`src/hw/rtl/qau_pkg.sv`:
```
// Shared types and constants for the quaternion arithmetic unit.
// No dependencies.
`default_nettype none

package qau_pkg;

  localparam int Q_W = 16;

  // Mode codes on the mode input.
  localparam logic [1:0] MODE_MUL  = 2'd0;
  localparam logic [1:0] MODE_ROT  = 2'd1;
  localparam logic [1:0] MODE_CONJ = 2'd2;
  localparam logic [1:0] MODE_MAG  = 2'd3;

  // Queue between front and back.
  localparam int FQ_DEPTH = 4;
  localparam int FQ_AW    = 2;
  localparam int FQ_CW    = 3;

  // Result queue.
  localparam int OQ_DEPTH = 2;
  localparam int OQ_AW    = 1;
  localparam int OQ_CW    = 2;

  typedef logic signed [Q_W-1:0] fix_t;
  typedef logic signed [2*Q_W-1:0] prod_t;
  typedef prod_t prod_arr_t [4][4];

  typedef struct packed {
    fix_t w;
    fix_t x;
    fix_t y;
    fix_t z;
  } quat_t;

  // Operation class decoded by the front part.
  typedef struct packed {
    logic rot;
    logic mag;
    logic cnj;
  } op_t;

  typedef struct packed {
    op_t   op;
    quat_t a;
    quat_t b;
  } item_t;

  typedef struct packed {
    quat_t q;
    logic  sat;
  } res_t;

endpackage

`default_nettype wire

```
`src/hw/rtl/qau_front.sv`:
```
// Front part: accepts input transactions, decodes the mode and queues them.
// Depends on qau_pkg.
`default_nettype none

module qau_front (
  input  logic           clk,
  input  logic           rst,
  input  logic           push,
  input  logic [1:0]     mode,
  input  qau_pkg::item_t raw,
  output logic           full,
  output logic           head_valid,
  output qau_pkg::item_t head,
  input  logic           take
);
  import qau_pkg::*;

  item_t            mem [FQ_DEPTH];
  logic [FQ_AW-1:0] wr_ptr;
  logic [FQ_AW-1:0] rd_ptr;
  logic [FQ_CW-1:0] count;
  logic             wr;
  logic             rd;
  item_t            cls;

  // Decode the mode; magnitude mode multiplies a by itself.
  always_comb begin
    cls      = raw;
    cls.op   = '0;
    unique case (mode)
      MODE_MUL:  cls.op = '0;
      MODE_ROT:  cls.op.rot = 1'b1;
      MODE_CONJ: cls.op.cnj = 1'b1;
      MODE_MAG: begin
        cls.op.mag = 1'b1;
        cls.b      = raw.a;
      end
    endcase
  end

  assign full       = (count == FQ_CW'(FQ_DEPTH));
  assign head_valid = (count != '0);
  assign head       = mem[rd_ptr];
  assign wr         = push && !full;
  assign rd         = take && head_valid;

  always_ff @(posedge clk) begin
    if (rst) begin
      wr_ptr <= '0;
      rd_ptr <= '0;
      count  <= '0;
    end else begin
      if (wr) wr_ptr <= wr_ptr + 1'b1;
      if (rd) rd_ptr <= rd_ptr + 1'b1;
      if (wr && !rd) count <= count + 1'b1;
      else if (rd && !wr) count <= count - 1'b1;
    end
  end

  always_ff @(posedge clk) begin
    if (wr) mem[wr_ptr] <= cls;
  end

endmodule

`default_nettype wire

```
`config.mk`:
```
export PLATFORM = sky130hd
export DESIGN_NAME = qau_front
export DESIGN_NICKNAME = d
export VERILOG_FILES = /design/src/hw/rtl/qau_pkg.sv /design/src/hw/rtl/qau_front.sv
export SDC_FILE = /design/constraint.sdc
export NUM_CORES = 1
export LEC_CHECK = 0
export ABC_AREA = 1
export CAP_MARGIN = 20
export CORE_MARGIN = 2
export CORE_UTILIZATION = 55
export DETAILED_ROUTE_END_ITERATION = 10
export DONT_BUFFER_PORTS = 1
export GPL_ROUTABILITY_DRIVEN = 0
export PLACE_DENSITY = 0.73
export SYNTH_ARGS = -nofsm -noshare
export SYNTH_HDL_FRONTEND = slang
export SYNTH_SLANG_ARGS = --single-unit
export TNS_END_PERCENT = 1
```
`constraint.sdc`:
```
create_clock -name clk -period 7.14 [get_ports clk]
set_clock_uncertainty 0.15 [all_clocks]
set_input_delay 0.714 -clock clk [delete_from_list [all_inputs] [get_ports clk]]
set_output_delay 0.714 -clock clk [all_outputs]
set_load 0.005 [all_outputs]
```
# After elaboration in Yosys (flattened, before gate mapping)
# Memory sizes are Yosys's and may differ from the RTL's. A register that Yosys moved wholly into a read port is not among the register bits.
# Index checks and enable logic that the tools add are counted.
[word_totals]
memories = 1
reg_bits = 7
wordCells = 31
out_inout_bits = 133
ramBits = 524
[mem_list]
columns = ["name", "depth", "word_bits", "read_ports", "rd_clocked_by_memory_dff", "write_ports", "line", "rtl"]
rows = [
  ["mem", 4, 131, 1, 1, 1, "qau_front.sv:18", "item_t mem [FQ_DEPTH];"],
]
[classes]
mux = 10
addsub = 4
n_reduce_logical = 9
eq_ne = 4
[ops]
columns = ["cell", "n"]
rows = [
  ["$mux 64", 1],
  ["$mux 3", 2],
  ["$mux 1", 5],
  ["$add 2x1->2 const B", 2],
  ["$eq 2x2->1 const B", 2],
  ["$logic_and 1x1->1", 4],
  ["$mux 2", 2],
  ["$add 3x1->3 const B", 1],
  ["$eq 3x3->1 const B", 1],
  ["$logic_not 1->1", 3],
  ["$reduce_bool 3->1", 1],
  ["$sub 3x1->3 const B", 1],
  ["$eq 2x1->1 const B", 1],
  ["$reduce_bool 2->1", 1],
]

# Longest topological paths before layout
[logic_depth]
ltp_word = 7
ltp_mapped = 13

# Worst setup path before layout
# OpenSTA, ideal clock, no wires.
[synth_path]
path_kind = "input port to flip-flop"
from = "input port push"
to = "memory mem[0][0] (netlist bit), enable pin"
path_stages = 2
path_slack_ns = 0.100
arrival_time_ns = 6.267
cell_sequence = "nand2_1 -> nor2_1"
[synth_via]
elab_chain_cells = 3
[synth_lines]
columns = ["item", "line", "rtl"]
rows = [
  ["start, declared", "qau_front.sv:8", "input logic push,"],
  ["$logic_and 1x1->1", "qau_front.sv:44", "assign wr = push && !full;"],
  ["$mux 1", "qau_front.sv:61", "if (wr) mem[wr_ptr] <= cls;"],
  ["$mux 1 (implied by the code)", "qau_front.sv:61", ""],
  ["end, declared", "qau_front.sv:18", ""],
]
# No other way between the ends.

==> reports/metrics.csv <==
metric,value,unit
class of the worst hold path,in -> reg,
CTS Buf Count,52,
CP Capture Type,output pin,
DP Cell Count,1980,
number of warnings reported in the yosys synthesis log,0,
total die area,0.03919,mm^2
crit-path cells,inv_8 > buf_4 > o21ai_0 > o22ai_1,
# H-tree levels,2,
"number of standard cells in the layout, taps in and fillers out",2076,
synthesized net count,1690,
number of enable-type register cells in the synthesized netlist,524,
maximum clock path buffer count,3,
share of synthesized registers carrying an async set or reset,0,%
run status,"complete, no violations",
Yosys top cell area share,76.04,%
global-route wire length before repair,66690,um
number of buffers inserted by hold repair at cts,0,
via count of the first global-routing pass,11838,
Max Cap Violations,0,
standby leakage power,7.643,nW
height of the chip,198.0,um
worst skew pair latency,590,ps
final period utilization,58.14,%
CP startpoint kind,flop,
crit path DAT,3290,ps
Setup Total Neg Slack,0,ps
setup repair bufs after CTS,0,
ratio of cells with drive above 1 in the final layout,6.398,%
f_max,0.2409,GHz
total number of clock tree sinks,533,
Buf/Inv on CP,2,
DRT antenna net count,0,
largest fanout on the critical path,159,
register bit count reported by yosys,533,
cell taking the most area after synthesis,sky130_fd_sc_hd__edfxtp_1,
Layout area overhead,9.209,%
Unique masters post-synth,22,
required time of the critical path,6280,ps
antenna violations before repair,1,
most used flip-flop cell after synthesis,sky130_fd_sc_hd__edfxtp_1,
post-detailed-route via-to-cell ratio,5.809,
boundary pin count,270,
Mean Syn Cell Area,13.38,um^2
Slowest cell on crit path,sky130_fd_sc_hd__buf_4,
number of setup violations in the final report,0,
final routed wire length divided by cell count,21.65,um
quantity of gates resized following cts,0,
final HPWL from detailed placement,24840,um
Max-slew headroom,26.07,%
Iter 0 DRT Violations,896,
final hold viol count,0,
proportion of synthesized chip area in sequential cells,76.91,%
area of the core region,0.03740,mm^2
unrepaired setup endpoints after global routing,false,
clock slew at reported path FFs,60,ps
row count,71,
cell at the root of the clock tree,sky130_fd_sc_hd__clkbuf_16,
Gate Count Post-Synth,1547,
CP Class,reg -> out,
cell class contributing the biggest share of worst-path delay,buffers and inverters,
Crit path largest cell delay,940,ps
netlist area before placement,0.02069,mm^2
width of the die,198.0,um
Final Routed Wirelength,44940,um
worst slew pin tran,1109,ps
number of buffers inserted by port buffering,0,
CTS tree,built,
final worst path period need,4152,ps
PD cells,353.9,mW/mm^2
nets,1668,
starting density of the core,55.33,%
count of unresolved DRC violations after routing,0,
ranking of synthesized cells by area,"sky130_fd_sc_hd__edfxtp_1 (76%), sky130_fd_sc_hd__nor2_1 (5.0%), sky130_fd_sc_hd__o21ai_0 (4.6%)",
TritonRoute pass-1 iters,5,
largest vdd supply drop,0.2530,mV
number of slew-limit violations in the final report,0,
largest net degree at the start of global routing,160,
vias post-DR,12060,
grt ovf,0,
overall global routing resource usage,22.61,%
## cells by family (layout without fill, tap and decap cells)
family,after synthesis,after routing,share of synthesized area [%]
buf+inv,119,135,3.307
other cells,0,2,0
fa+ha+maj,6,6,0.3991
compound gates,397,397,10.39
xor+xnor,1,1,0.04233
simple gates,491,491,8.949
flops,533,533,76.91
## state kept, by name, indices dropped and copies added, names as in the netlist, named ones only
register,flops
rd_ptr,2
wr_ptr,2
count,3
mem,524
## metal layers
metal	track usage [%]	share of wire, %	up-vias
met4	10.11	3.0	0
met1	29.33	40	5940
met2	35.95	48	425
met3	6.217	9.0	82
li1	-	-	5613
met5	0	0	-
## final cells by class
class	count	area, um^2
antenna	2	5.005
multi-input combinational	895	4131
inverter	20	85.08
fill	2772	14800
timing repair buffer	23	217.7
sequential	533	15920
clock buffer	64	1368
clock inverter	28	230.2
tap	511	639.4
## worst paths after layout
kind / slack (ps) / end / cells past startpoint / start
worst max-delay path: 2990 / head[130] / 4 / flop
worst min-delay path: 40 / count[0] / 1 / rst
worst max register to register: 4450 / mem[2][111] / 6 / count[0]
worst min register to register: 350 / flop / 2 / rd_ptr[1]
## synthesized netlist by cell type (2+ instances only)
master	number
sky130_fd_sc_hd__a21oi_1	3
sky130_fd_sc_hd__buf_4	2
sky130_fd_sc_hd__o21ai_0	191
sky130_fd_sc_hd__nand2_1	208
sky130_fd_sc_hd__o22ai_1	131
sky130_fd_sc_hd__clkbuf_2	4
sky130_fd_sc_hd__nand3_1	4
sky130_fd_sc_hd__ha_1	5
sky130_fd_sc_hd__inv_1	18
sky130_fd_sc_hd__o21ai_1	72
sky130_fd_sc_hd__dfxtp_1	9
sky130_fd_sc_hd__edfxtp_1	524
sky130_fd_sc_hd__buf_6	21
sky130_fd_sc_hd__clkbuf_1	30
sky130_fd_sc_hd__buf_2	41
sky130_fd_sc_hd__nor2_1	278
## power breakdown
part | internal [mW] | leakage (nW) | switching [mW]
sequential | 3.82 | 4.89 | 0.0935
clock | 1.49 | 0.785 | 1.09
combinational | 0.366 | 1.97 | 1.13
total | 5.68 | 7.64 | 2.31
## stage by stage
stage	setup slack [ps]	utilization [%]	hold WS (ps)	cell area, um^2	power, mW
finish	2988	60.43	36.55	22600	7.997
detailed placement	3628	56.01	334.3	20950	5.491
CTS	2981	60.29	3.679	22550	8.051
global placement	3647	55.96	322.9	20930	5.431
global route	2805	60.42	13.36	22600	8.343
floorplan	100.1	-	309.4	20690	5.143
## worst register-to-register path: stages, from the launching register on
cell and delay, ps:
sky130_fd_sc_hd__dfxtp_1 390, sky130_fd_sc_hd__nor2_1 80, sky130_fd_sc_hd__nand2_1 130, sky130_fd_sc_hd__nand2_1 270, sky130_fd_sc_hd__nor2_4 540, sky130_fd_sc_hd__buf_16 240, sky130_fd_sc_hd__buf_4 490
## cell usage in the layout, fill, tap and decap left out, types with 5 or more instances in the layout
| cell | n |
|---|---|
| sky130_fd_sc_hd__inv_1 | 17 |
| sky130_fd_sc_hd__o21ai_0 | 191 |
| sky130_fd_sc_hd__buf_4 | 20 |
| sky130_fd_sc_hd__clkbuf_1 | 11 |
| sky130_fd_sc_hd__o22ai_1 | 131 |
| sky130_fd_sc_hd__clkinv_1 | 14 |
| sky130_fd_sc_hd__clkinv_2 | 8 |
| sky130_fd_sc_hd__ha_1 | 5 |
| sky130_fd_sc_hd__nand2_1 | 207 |
| sky130_fd_sc_hd__o21ai_1 | 72 |
| sky130_fd_sc_hd__edfxtp_1 | 524 |
| sky130_fd_sc_hd__clkbuf_16 | 53 |
| sky130_fd_sc_hd__nor2_1 | 274 |
| sky130_fd_sc_hd__dfxtp_1 | 7 |
Note: power is estimated with default switching activity, not from simulation.
