$ cat config.mk
export PLATFORM = sky130hd
export DESIGN_NAME = qau_outq
export DESIGN_NICKNAME = d
export VERILOG_FILES = /design/src/hw/rtl/qau_pkg.sv /design/src/hw/rtl/qau_outq.sv
export SDC_FILE = /design/constraint.sdc
export NUM_CORES = 1
export LEC_CHECK = 0
export BUFFER_PORTS_ARGS = -buffer_cell sky130_fd_sc_hd__buf_2
export CAP_MARGIN = 30
export CORE_UTILIZATION = 45
export CTS_CLUSTER_DIAMETER = 80
export CTS_CLUSTER_SIZE = 25
export DETAILED_ROUTE_END_ITERATION = 10
export HOLD_SLACK_MARGIN = 0.06
export PLACE_DENSITY_LB_ADDON = 0.15
export SYNTH_ARGS = -nofsm -noshare
export SYNTH_HDL_FRONTEND = slang
export SYNTH_SLANG_ARGS = --single-unit
$ cat constraint.sdc
create_clock -name clk -period 4.9 [get_ports clk]
set_input_delay 0.735 -clock clk [delete_from_list [all_inputs] [get_ports clk]]
set_output_delay 0.735 -clock clk [all_outputs]
set_load 0.05 [all_outputs]
$ cat src/hw/rtl/qau_pkg.sv
// Shared types and constants for the quaternion arithmetic unit.
// No dependencies.
`default_nettype none

package qau_pkg;

  localparam int Q_W = 16;

  // Mode codes on the mode input.
  localparam logic [1:0] MODE_MUL  = 2'd0;
  localparam logic [1:0] MODE_ROT  = 2'd1;
  localparam logic [1:0] MODE_CONJ = 2'd2;
  localparam logic [1:0] MODE_MAG  = 2'd3;

  // Queue between front and back.
  localparam int FQ_DEPTH = 4;
  localparam int FQ_AW    = 2;
  localparam int FQ_CW    = 3;

  // Result queue.
  localparam int OQ_DEPTH = 2;
  localparam int OQ_AW    = 1;
  localparam int OQ_CW    = 2;

  typedef logic signed [Q_W-1:0] fix_t;
  typedef logic signed [2*Q_W-1:0] prod_t;
  typedef prod_t prod_arr_t [4][4];

  typedef struct packed {
    fix_t w;
    fix_t x;
    fix_t y;
    fix_t z;
  } quat_t;

  // Operation class decoded by the front part.
  typedef struct packed {
    logic rot;
    logic mag;
    logic cnj;
  } op_t;

  typedef struct packed {
    op_t   op;
    quat_t a;
    quat_t b;
  } item_t;

  typedef struct packed {
    quat_t q;
    logic  sat;
  } res_t;

endpackage

`default_nettype wire

$ cat src/hw/rtl/qau_outq.sv
// Result queue in front of the output ports.
// Depends on qau_pkg.
`default_nettype none

module qau_outq (
  input  logic          clk,
  input  logic          rst,
  input  logic          wr,
  input  qau_pkg::res_t wr_data,
  output logic          full,
  output logic          empty,
  input  logic          pop,
  output qau_pkg::res_t rd_data
);
  import qau_pkg::*;

  res_t             mem [OQ_DEPTH];
  logic [OQ_AW-1:0] wr_ptr;
  logic [OQ_AW-1:0] rd_ptr;
  logic [OQ_CW-1:0] count;
  logic             rd;

  assign full    = (count == OQ_CW'(OQ_DEPTH));
  assign empty   = (count == '0);
  assign rd_data = mem[rd_ptr];
  assign rd      = pop && !empty;

  always_ff @(posedge clk) begin
    if (rst) begin
      wr_ptr <= '0;
      rd_ptr <= '0;
      count  <= '0;
    end else begin
      if (wr) wr_ptr <= wr_ptr + 1'b1;
      if (rd) rd_ptr <= rd_ptr + 1'b1;
      if (wr && !rd) count <= count + 1'b1;
      else if (rd && !wr) count <= count - 1'b1;
    end
  end

  always_ff @(posedge clk) begin
    if (wr) mem[wr_ptr] <= wr_data;
  end

endmodule

`default_nettype wire

# == After elaboration in Yosys (flattened, before gate mapping) ==
# Memory sizes are Yosys's and may differ from the RTL's. A register that Yosys moved wholly into a read port is not among the register bits.
# Cells that the tools add are included.
# totals
regBits,4
ramBits,130
out_inout_bits,67
mem_count,1
# mem_list
memory,words,word_bits,rd,rd_clocked_by_memory_dff,write_ports,line_no,text
mem,2,65,1,1,1,qau_outq.sv:17,res_t mem [OQ_DEPTH];
# classes
n_addsub,4
eq_ne,1
mux,6
reduce_logical,8
# ops
cell,count
1-bit 2-to-1 mux,4
2-bit 2-to-1 mux,2
1-bit logical AND,3
1-bit zero test,3
"1-bit adder, second input constant",2
"2-bit by 1-bit adder with 2-bit output, second input constant",1
"2-bit == test, second input constant",1
2-bit zero test,1
2-bit nonzero test,1
"2-bit by 1-bit subtractor with 2-bit output, second input constant",1

# == Logic depth before layout (Yosys ltp) ==
# Gate-level depths: netlist of the first run.
# depth
word_depth,6
depth_mapped,5
mapped_depth_nobuf,5

# == Worst setup path after synthesis of the first run ==
# OpenSTA, ideal clock, no wires.
# synth_timing
path_kind,input to register
from,in wr
to,mem mem[0][0] (netlist name) (enable)
t_arrival_ns,3.592
required_time_ns,4.404
setup_slack_ns,0.812
stages,1
n_path_buf,0
path_cell_list,nor2b_1
# synth_via
elab_chain_len,2
# synth_lines
item,line_no,text
start: declaration,qau_outq.sv:8,"input logic wr,"
1-bit 2-to-1 mux,qau_outq.sv:42,if (wr) mem[wr_ptr] <= wr_data;
1-bit 2-to-1 mux (implied by the code),qau_outq.sv:42,
end: declaration,qau_outq.sv:17,
# Every way passes these cells.

==> impl_metrics.py, run 1 <==
metrics = {
    "route": {
        "wire_per_inst_um": 15.4,
        "drtPass1Iterations": 4,
        "dr_wl_met2_um": 3900,
        "vias": 2502,
        "wirelength_um": 8060,
        "drc": 0,
        "vias_per_cell": 4.79,
        "ant_nets": 0,
        "wl_met1_um": 3530,
        "dr_wl_met3_um": 601,
        "drt_iter0_markers": 114,
        "routed.top_layer": "met4",
    },
    "sta": {
        "fin_tns_setup_ps": 0,
        "hold_viol": 0,
        "setup_viol": 0,
        "maxSlewHeadroom_pct": 33.7,
        "worst_clock_skew_ps": 9.02,
        "period_share_pct": 67.5,
        "worstMarginPinSlew_ps": 995,
        "grt_setup_unrepaired": "false",
        "period_minus_slack_ps": 3310,
        "drv_slew": 0,
        "fin_ws_ps": 1590,
        "timing.fmax_ghz": 0.302,
    },
    "power": {
        "peakVddDrop_mv": 0.394,
        "p_per_area_nw_per_um2": 591,
        "power.leakage_nw": 2.36,
        "finalPower_mw": 3.72,
    },
    "finish": {
        "fin_util_pct": 60.1,
        "final_common_cell": "buf_2",
        "fillers": 831,
        "layout_common_cells": "135 x buf_2, 130 x edfxtp_1, 65 x mux2_2",
        "multi_input_area_um2": 851,
        "layout.nets": 443,
        "area_growth_pct": 27.9,
        "diodes": 0,
        "final_cells": 522,
        "layout-drive-gt1-share_pct": 61.1,
        "seq_area_um2": 4010,
    },
    "clock_network": {
        "clk_pin_slew_ps": 70,
        "clock_latency_ps": 500,
        "clk_path_buf_depth": 2,
        "h-tree-depth": 4,
        "cts_made_buffers": 17,
        "root_buffer": "clkbuf_8",
        "post_cts_resized": 0,
        "tritoncts": "done",
        "clkSinkCount": 135,
        "hold_buffers": 0,
        "cts_setup_buffers": 0,
    },
    "die": {
        "dieArea_um2": 11300,
        "row_count": 37,
        "die_x_um": 106,
        "core_area_um2": 10500,
        "initial_core_util_pct": 47.0,
        "fp.dieH_um": 106,
        "ioPinCount": 136,
    },
    "grt": {
        "track_usage_pct": 14.9,
        "grt_pass1_wl_um": 12400,
        "antenna_found_initial": 0,
        "grt_pass1_vias": 2568,
        "grt_remaining_overflow": 0,
        "grt_max_degree": 66,
    },
    "min_path": {
        "min-delay-start": "wr_data[37]",
        "whs_path_depth": 1,
        "worstHoldEndpoint": "mem[0][37]",
        "hold_class": "in2reg",
    },
    "synth": {
        "synth_cell_types": 16,
        "synth_area_um2": 4910,
        "yosysSeqAreaShare_pct": 81.5,
        "synthCells": 224,
        "synth.net_count": 294,
        "syn_area_per_cell_um2": 21.9,
        "synth_seq_cells": 135,
        "yosys_warnings": 0,
    },
    "critical_path": {
        "r2r-end": "mem[0][42]",
        "endpoint_kind": "output pin",
        "ff2ff_path_depth": 2,
        "criticalPathCategory": "reg2out",
        "reg2reg_from": "wr_ptr",
        "critPathLaunchType": "flop",
        "worstPathMaxFanout": 40,
        "worstPathRequired_ps": 4160,
        "cp.arrival_ps": 2570,
        "r2r_slack_ps": 2920,
    },
    "placement": {
        "dpl.hpwl_um": 4740,
        "gp_routability_congestion": 0.683,
        "portBuffers": 135,
        "place_ws_ps": 2050,
        "placedCellCount": 490,
    },
    "job": {
        "maxCapViolCount": 0,
    },
    "outcome": {
        "status": "completed",
    },
}
==> worst max-delay path by stage <==
stage / startpoint / slack [ps] / cells past startpoint / to
floorplan: wr / 810 / 1 / mem[0][0]
global placement: flop / 2050 / 3 / rd_data[9]
detailed placement: flop / 2050 / 3 / rd_data[45]
CTS: flop / 1490 / 3 / rd_data[45]
global route: flop / 1400 / 3 / rd_data[9]
finish: flop / 1590 / 3 / rd_data[9]
==> cell type report <==
cell class	instances	share of cell area, %
sequential	135	63.7
clock inverter	14	2.41
timing repair buffer	137	11.0
multi-input combinational	82	13.5
clock buffer	18	6.65
tap	136	2.71
==> per-stage QoR <==
| stage | hold WS, ps | instance area [µm²] |
|---|---|---|
| finish | 420 | 6290 |
| global route | 385 | 6290 |
| CTS | 392 | 6290 |
| detailed placement | 488 | 5720 |
| global placement | 486 | 5720 |
| floorplan | 471 | 4910 |
==> cell usage after synthesis <==
cell / count / area [µm²]
buf_6: 5 / 56.3
xor2_1: 3 / 26.3
nor2b_1: 1 / 6.26
edfxtp_1: 130 / 3900
xnor2_1: 1 / 8.76
buf_2: 1 / 5.00
or3_1: 1 / 6.26
o21ai_0: 2 / 10.0
dfxtp_1: 5 / 100
and2b_2: 1 / 8.76
and2_1: 1 / 6.26
buf_4: 1 / 7.51
a21oi_1: 1 / 5.00
ha_1: 1 / 12.5
nor2_1: 5 / 18.8
mux2_2: 65 / 732
==> flip-flops by register name, summed over array words and instances (netlist names), named ones only <==
| register | cells |
|---|---|
| mem | 130 |
| count | 2 |
| rd_ptr | 1 |
| wr_ptr | 1 |
==> routing by layer <==
layer  up-vias  GRT usage (%)
li1       1188              -
met1      1216           18.5
met2        96           23.2
met3         2           5.76
met4         0           6.46
met5         -              0
==> worst max-delay path: stages (launching register included) <==
cell	delay, ps
dfxtp_2	970
buf_4	490
mux2_2	390
buf_2	210
==> cells by family (layout without fill, tap and decap cells) <==
group / count (synthesis) / count (layout) / share of synthesized area, %
simple gates: 9 / 9 / 0.943
mux: 65 / 65 / 14.9
fa+ha+maj: 1 / 1 / 0.255
compound gates: 3 / 3 / 0.305
flops: 135 / 135 / 81.5
xor+xnor: 4 / 4 / 0.713
buf+inv: 7 / 169 / 1.40
==> where the power goes <==
part           switching [mW]  total, mW  internal (mW)
combinational           0.756       1.08          0.325
sequential             0.0790       1.44           1.36
clock                   0.472       1.20          0.728
total                    1.31       3.72           2.41
(Power assumes the default switching activity.)
==> run 2: changes to the inputs <==
==> constraint.sdc (replaced) <==
create_clock -name clk -period 3.2 [get_ports clk]
set_input_delay 0.48 -clock clk [delete_from_list [all_inputs] [get_ports clk]]
set_output_delay 0.48 -clock clk [all_outputs]
set_load 0.05 [all_outputs]
==> impl_metrics.py, run 2 (synthesis gave the netlist of run 1 again) <==
metrics = {
    "outcome": {
        "status": "completed",
    },
    "grt": {
        "grt_pass1_wl_um": 12800,
        "grt_remaining_overflow": 0,
        "grt_max_degree": 50,
        "grt_pass1_vias": 2563,
        "track_usage_pct": 15.8,
        "antenna_found_initial": 0,
    },
    "placement": {
        "placedCellCount": 493,
        "dpl.hpwl_um": 5420,
        "portBuffers": 135,
        "gp_routability_congestion": 0.653,
    },
    "finish": {
        "layout.nets": 446,
        "fillers": 825,
        "final_cells": 525,
        "area_growth_pct": 28.7,
        "layout-drive-gt1-share_pct": 60.2,
        "largestRegisters": "mem: 130 flops, count: 2 flops",
        "diodes": 0,
        "largest-register": "mem",
        "largest_reg_flops": 130,
        "final_common_cell": "buf_2",
        "layout_common_cells": "135 x buf_2, 130 x edfxtp_1, 65 x mux2_2",
    },
    "route": {
        "wire_per_inst_um": 16.1,
        "drtPass1Iterations": 4,
        "vias": 2528,
        "vias_per_cell": 4.82,
        "wirelength_um": 8470,
        "drt_iter0_markers": 85,
        "drc": 0,
        "ant_nets": 0,
    },
    "power": {
        "power.leakage_nw": 2.39,
        "peakVddDrop_mv": 0.429,
        "finalPower_mw": 5.71,
        "p_per_area_nw_per_um2": 903,
    },
    "die": {
        "initial_core_util_pct": 47.0,
        "ioPinCount": 136,
        "dieArea_um2": 11300,
        "row_count": 37,
        "die_x_um": 106,
        "core_area_um2": 10500,
        "fp.dieH_um": 106,
    },
    "sta": {
        "drv_slew": 0,
        "worst_clock_skew_ps": 4.56,
        "period_minus_slack_ps": 2350,
        "timing.fmax_ghz": 0.425,
        "worstMarginPinSlew_ps": 582,
        "hold_viol": 0,
        "grt_setup_unrepaired": "false",
        "setup_viol": 0,
        "maxSlewHeadroom_pct": 61.2,
        "fin_tns_setup_ps": 0,
        "period_share_pct": 73.6,
    },
    "critical_path": {
        "cp.arrival_ps": 1870,
        "criticalPathCategory": "reg2out",
        "endpoint_kind": "output pin",
        "worstPathMaxFanout": 23,
        "reg2reg_from": "wr_ptr",
        "critPathLaunchType": "flop",
        "worstPathRequired_ps": 2720,
    },
    "min_path": {
        "min-delay-start": "wr_data[55]",
        "hold_class": "in2reg",
    },
    "job": {
        "maxCapViolCount": 0,
    },
    "clock_network": {
        "hold_buffers": 0,
        "post_cts_resized": 0,
        "cts_made_buffers": 17,
        "clkSinkCount": 135,
        "root_buffer": "clkbuf_8",
        "h-tree-depth": 4,
        "clock_latency_ps": 500,
        "clk_pin_slew_ps": 60,
        "cts_setup_buffers": 0,
        "clk_path_buf_depth": 2,
        "tritoncts": "done",
    },
}
run 2: cell type report:
type	instances	area (µm²)	area share, %
Clock buffer	21	429	6.79
Clock inverter	11	131	2.08
Multi-Input combinational cell	82	850	13.4
Sequential cell	135	4010	63.3
Tap cell	136	170	2.69
Timing Repair Buffer	140	738	11.7
run 2: where the power goes:
group	internal [mW]	switching [mW]	total [mW]
Sequential	2.08	0.0568	2.14
Combinational	0.518	1.22	1.74
Clock	1.17	0.661	1.83
run 2: final timing paths:
| check | to | slack (ps) | depth (start not counted) |
|---|---|---|---|
| worst max-delay path | rd_data[31] | 850 | 3 |
| worst min-delay path | mem[0][55] | 160 | 1 |
| worst max register to register | mem[1][32] | 1570 | 2 |
| worst min register to register | rd_ptr | 510 | 2 |
run 2: routing by layer:
layer	vias up	track usage, %	routed length, µm
met1	1227	18.4	3440
met4	0	8.71	201
met5	-	0	0
met2	88	25.9	4320
met3	16	4.97	500
li1	1197	-	-
run 2: worst max-delay path: stages, from the launching register on:
cell     delay, ps
dfxtp_2        440
buf_4          330
mux2_2         370
buf_2          210
run 2: metrics by stage:
stage / utilization [%] / hold WS [ps] / cell area [µm²] / worst slack, ps
finish: 60.4 / 159 / 6320 / 846
detailed placement: 55.1 / 503 / 5760 / 1360
CTS: 60.4 / 134 / 6320 / 801
floorplan: - / 471 / 4920 / 583
global placement: 55.1 / 487 / 5760 / 1350
global route: 60.4 / 131 / 6320 / 730
==> run 3: changes to the inputs <==
==> constraint.sdc (replaced) <==
create_clock -name clk -period 2.4 [get_ports clk]
set_input_delay 0.36 -clock clk [delete_from_list [all_inputs] [get_ports clk]]
set_output_delay 0.36 -clock clk [all_outputs]
set_load 0.05 [all_outputs]
==> impl_metrics.py, run 3 (synthesis gave the netlist of run 1 again) <==
metrics = {
    "outcome": {
        "status": "completed",
    },
    "die": {
        "initial_core_util_pct": 47.0,
        "core_area_um2": 10500,
        "fp.dieH_um": 106,
        "dieArea_um2": 11300,
        "die_x_um": 106,
        "row_count": 37,
        "ioPinCount": 136,
    },
    "power": {
        "power.leakage_nw": 2.68,
        "swShare_pct": 33.7,
        "peakVddDrop_mv": 0.637,
        "combPwrFrac_pct": 31.5,
        "p_clk_share_pct": 31.2,
        "p_per_area_nw_per_um2": 1100,
        "internal-power_mw": 5.13,
        "power.switching_mw": 2.61,
        "seq_power_share_pct": 37.3,
    },
    "clock_network": {
        "clock_latency_ps": 500,
        "cts_made_buffers": 17,
        "root_buffer": "clkbuf_8",
        "clk_path_buf_depth": 2,
        "tritoncts": "done",
        "h-tree-depth": 4,
        "clkSinkCount": 135,
        "clk_pin_slew_ps": 60,
    },
    "finish": {
        "largestRegisters": "mem: 130 flops, count: 2 flops",
        "fillers": 766,
        "largest-register": "mem",
        "diodes": 0,
        "fin_area_um2": 7010,
        "layout-drive-gt1-share_pct": 51.6,
        "final_common_cell": "buf_2",
        "area_growth_pct": 42.7,
        "layout.nets": 514,
        "largest_reg_flops": 130,
        "layout_common_cells": "135 x buf_2, 130 x edfxtp_1, 66 x dlygate4sd3_1",
    },
    "sta": {
        "fin_ws_ps": 181,
        "grt_setup_unrepaired": "false",
        "fin_tns_setup_ps": 0,
        "drv_slew": 0,
        "worst_clock_skew_ps": 5.70,
        "worstMarginPinSlew_ps": 462,
        "hold_viol": 0,
        "period_minus_slack_ps": 2220,
        "setup_viol": 0,
        "timing.fmax_ghz": 0.451,
        "hold_ws_ps": 161,
        "maxSlewHeadroom_pct": 69.2,
        "period_share_pct": 92.4,
    },
    "route": {
        "wire_per_inst_um": 15.0,
        "ant_nets": 0,
        "drt_iter0_markers": 105,
        "vias": 2775,
        "vias_per_cell": 4.68,
        "drc": 0,
        "wirelength_um": 8910,
        "drtPass1Iterations": 4,
    },
    "grt": {
        "track_usage_pct": 16.3,
        "grt_max_degree": 37,
        "grt_pass1_wl_um": 13500,
        "grt_remaining_overflow": 0,
        "antenna_found_initial": 0,
        "grt_pass1_vias": 2811,
    },
    "critical_path": {
        "critPathLaunchType": "flop",
        "worstPathRequired_ps": 2040,
        "cp.arrival_ps": 1860,
        "criticalPathCategory": "reg2out",
        "endpoint_kind": "output pin",
        "worstPathMaxFanout": 16,
    },
    "placement": {
        "gp_routability_congestion": 0.711,
        "place_ws_ps": 569,
        "portBuffers": 135,
        "placed_area_um2": 5770,
        "dpl.hpwl_um": 5210,
    },
    "min_path": {
        "hold_class": "in2reg",
    },
    "job": {
        "maxCapViolCount": 0,
    },
}
run 3: path summary, 6_finish.rpt:
check	start	endpoint	slack [ps]	depth (start not counted)
worst min register to register	rd_ptr	rd_ptr	510	2
worst max register to register	count[0]	count[1]	870	4
worst min-delay path	wr	wr_ptr	160	3
worst max-delay path	flop	rd_data[38]	180	3
run 3: timing repair:
action / in CTS / in global routing
setup buffers: 0 / 1
endpoints found under the hold margin: 133 / 0
endpoints found under the setup margin: 0 / 26
hold buffers: 66 / 0
resized for setup: 0 / 0
run 3: power by group through the flow:
stage	Combinational [mW]	Sequential (mW)	Clock, mW
3_3_place_gp	2.28	2.96	0
5_1_grt	2.55	2.91	2.58
2_1_floorplan	1.95	2.86	0
3_5_place_dp	2.29	2.97	0
6_report	2.43	2.88	2.42
4_1_cts	2.38	2.92	2.47
run 3: critical path, cell delays in order, from the launching register on:
cell and delay (ps):
dfxtp_4 520, buf_4 250, mux2_2 360, buf_2 210
run 3: cell type report:
class	count	area, µm²	area share (%)
Clock buffer	20	425	6.07
Clock inverter	12	134	1.91
Multi-Input combinational cell	82	851	12.1
Sequential cell	135	4010	57.2
Tap cell	136	170	2.43
Timing Repair Buffer	208	1420	20.3
run 3: per-layer routing:
layer  GRT usage, %  wire length, µm  up-vias
met2           26.4             4380       94
met1           19.7             3880     1336
li1               -                -     1333
met3           5.33              501       12
met5              0                0        -
met4           7.73              140        0
run 3: through the flow:
stage               instances  power, mW  utilization, %
global placement          494       5.24            55.2
finish                    593       7.74            67.0
detailed placement        494       5.26            55.2
global route              593       8.03            67.0
CTS                       592       7.77            66.9
floorplan                 224       4.81               -
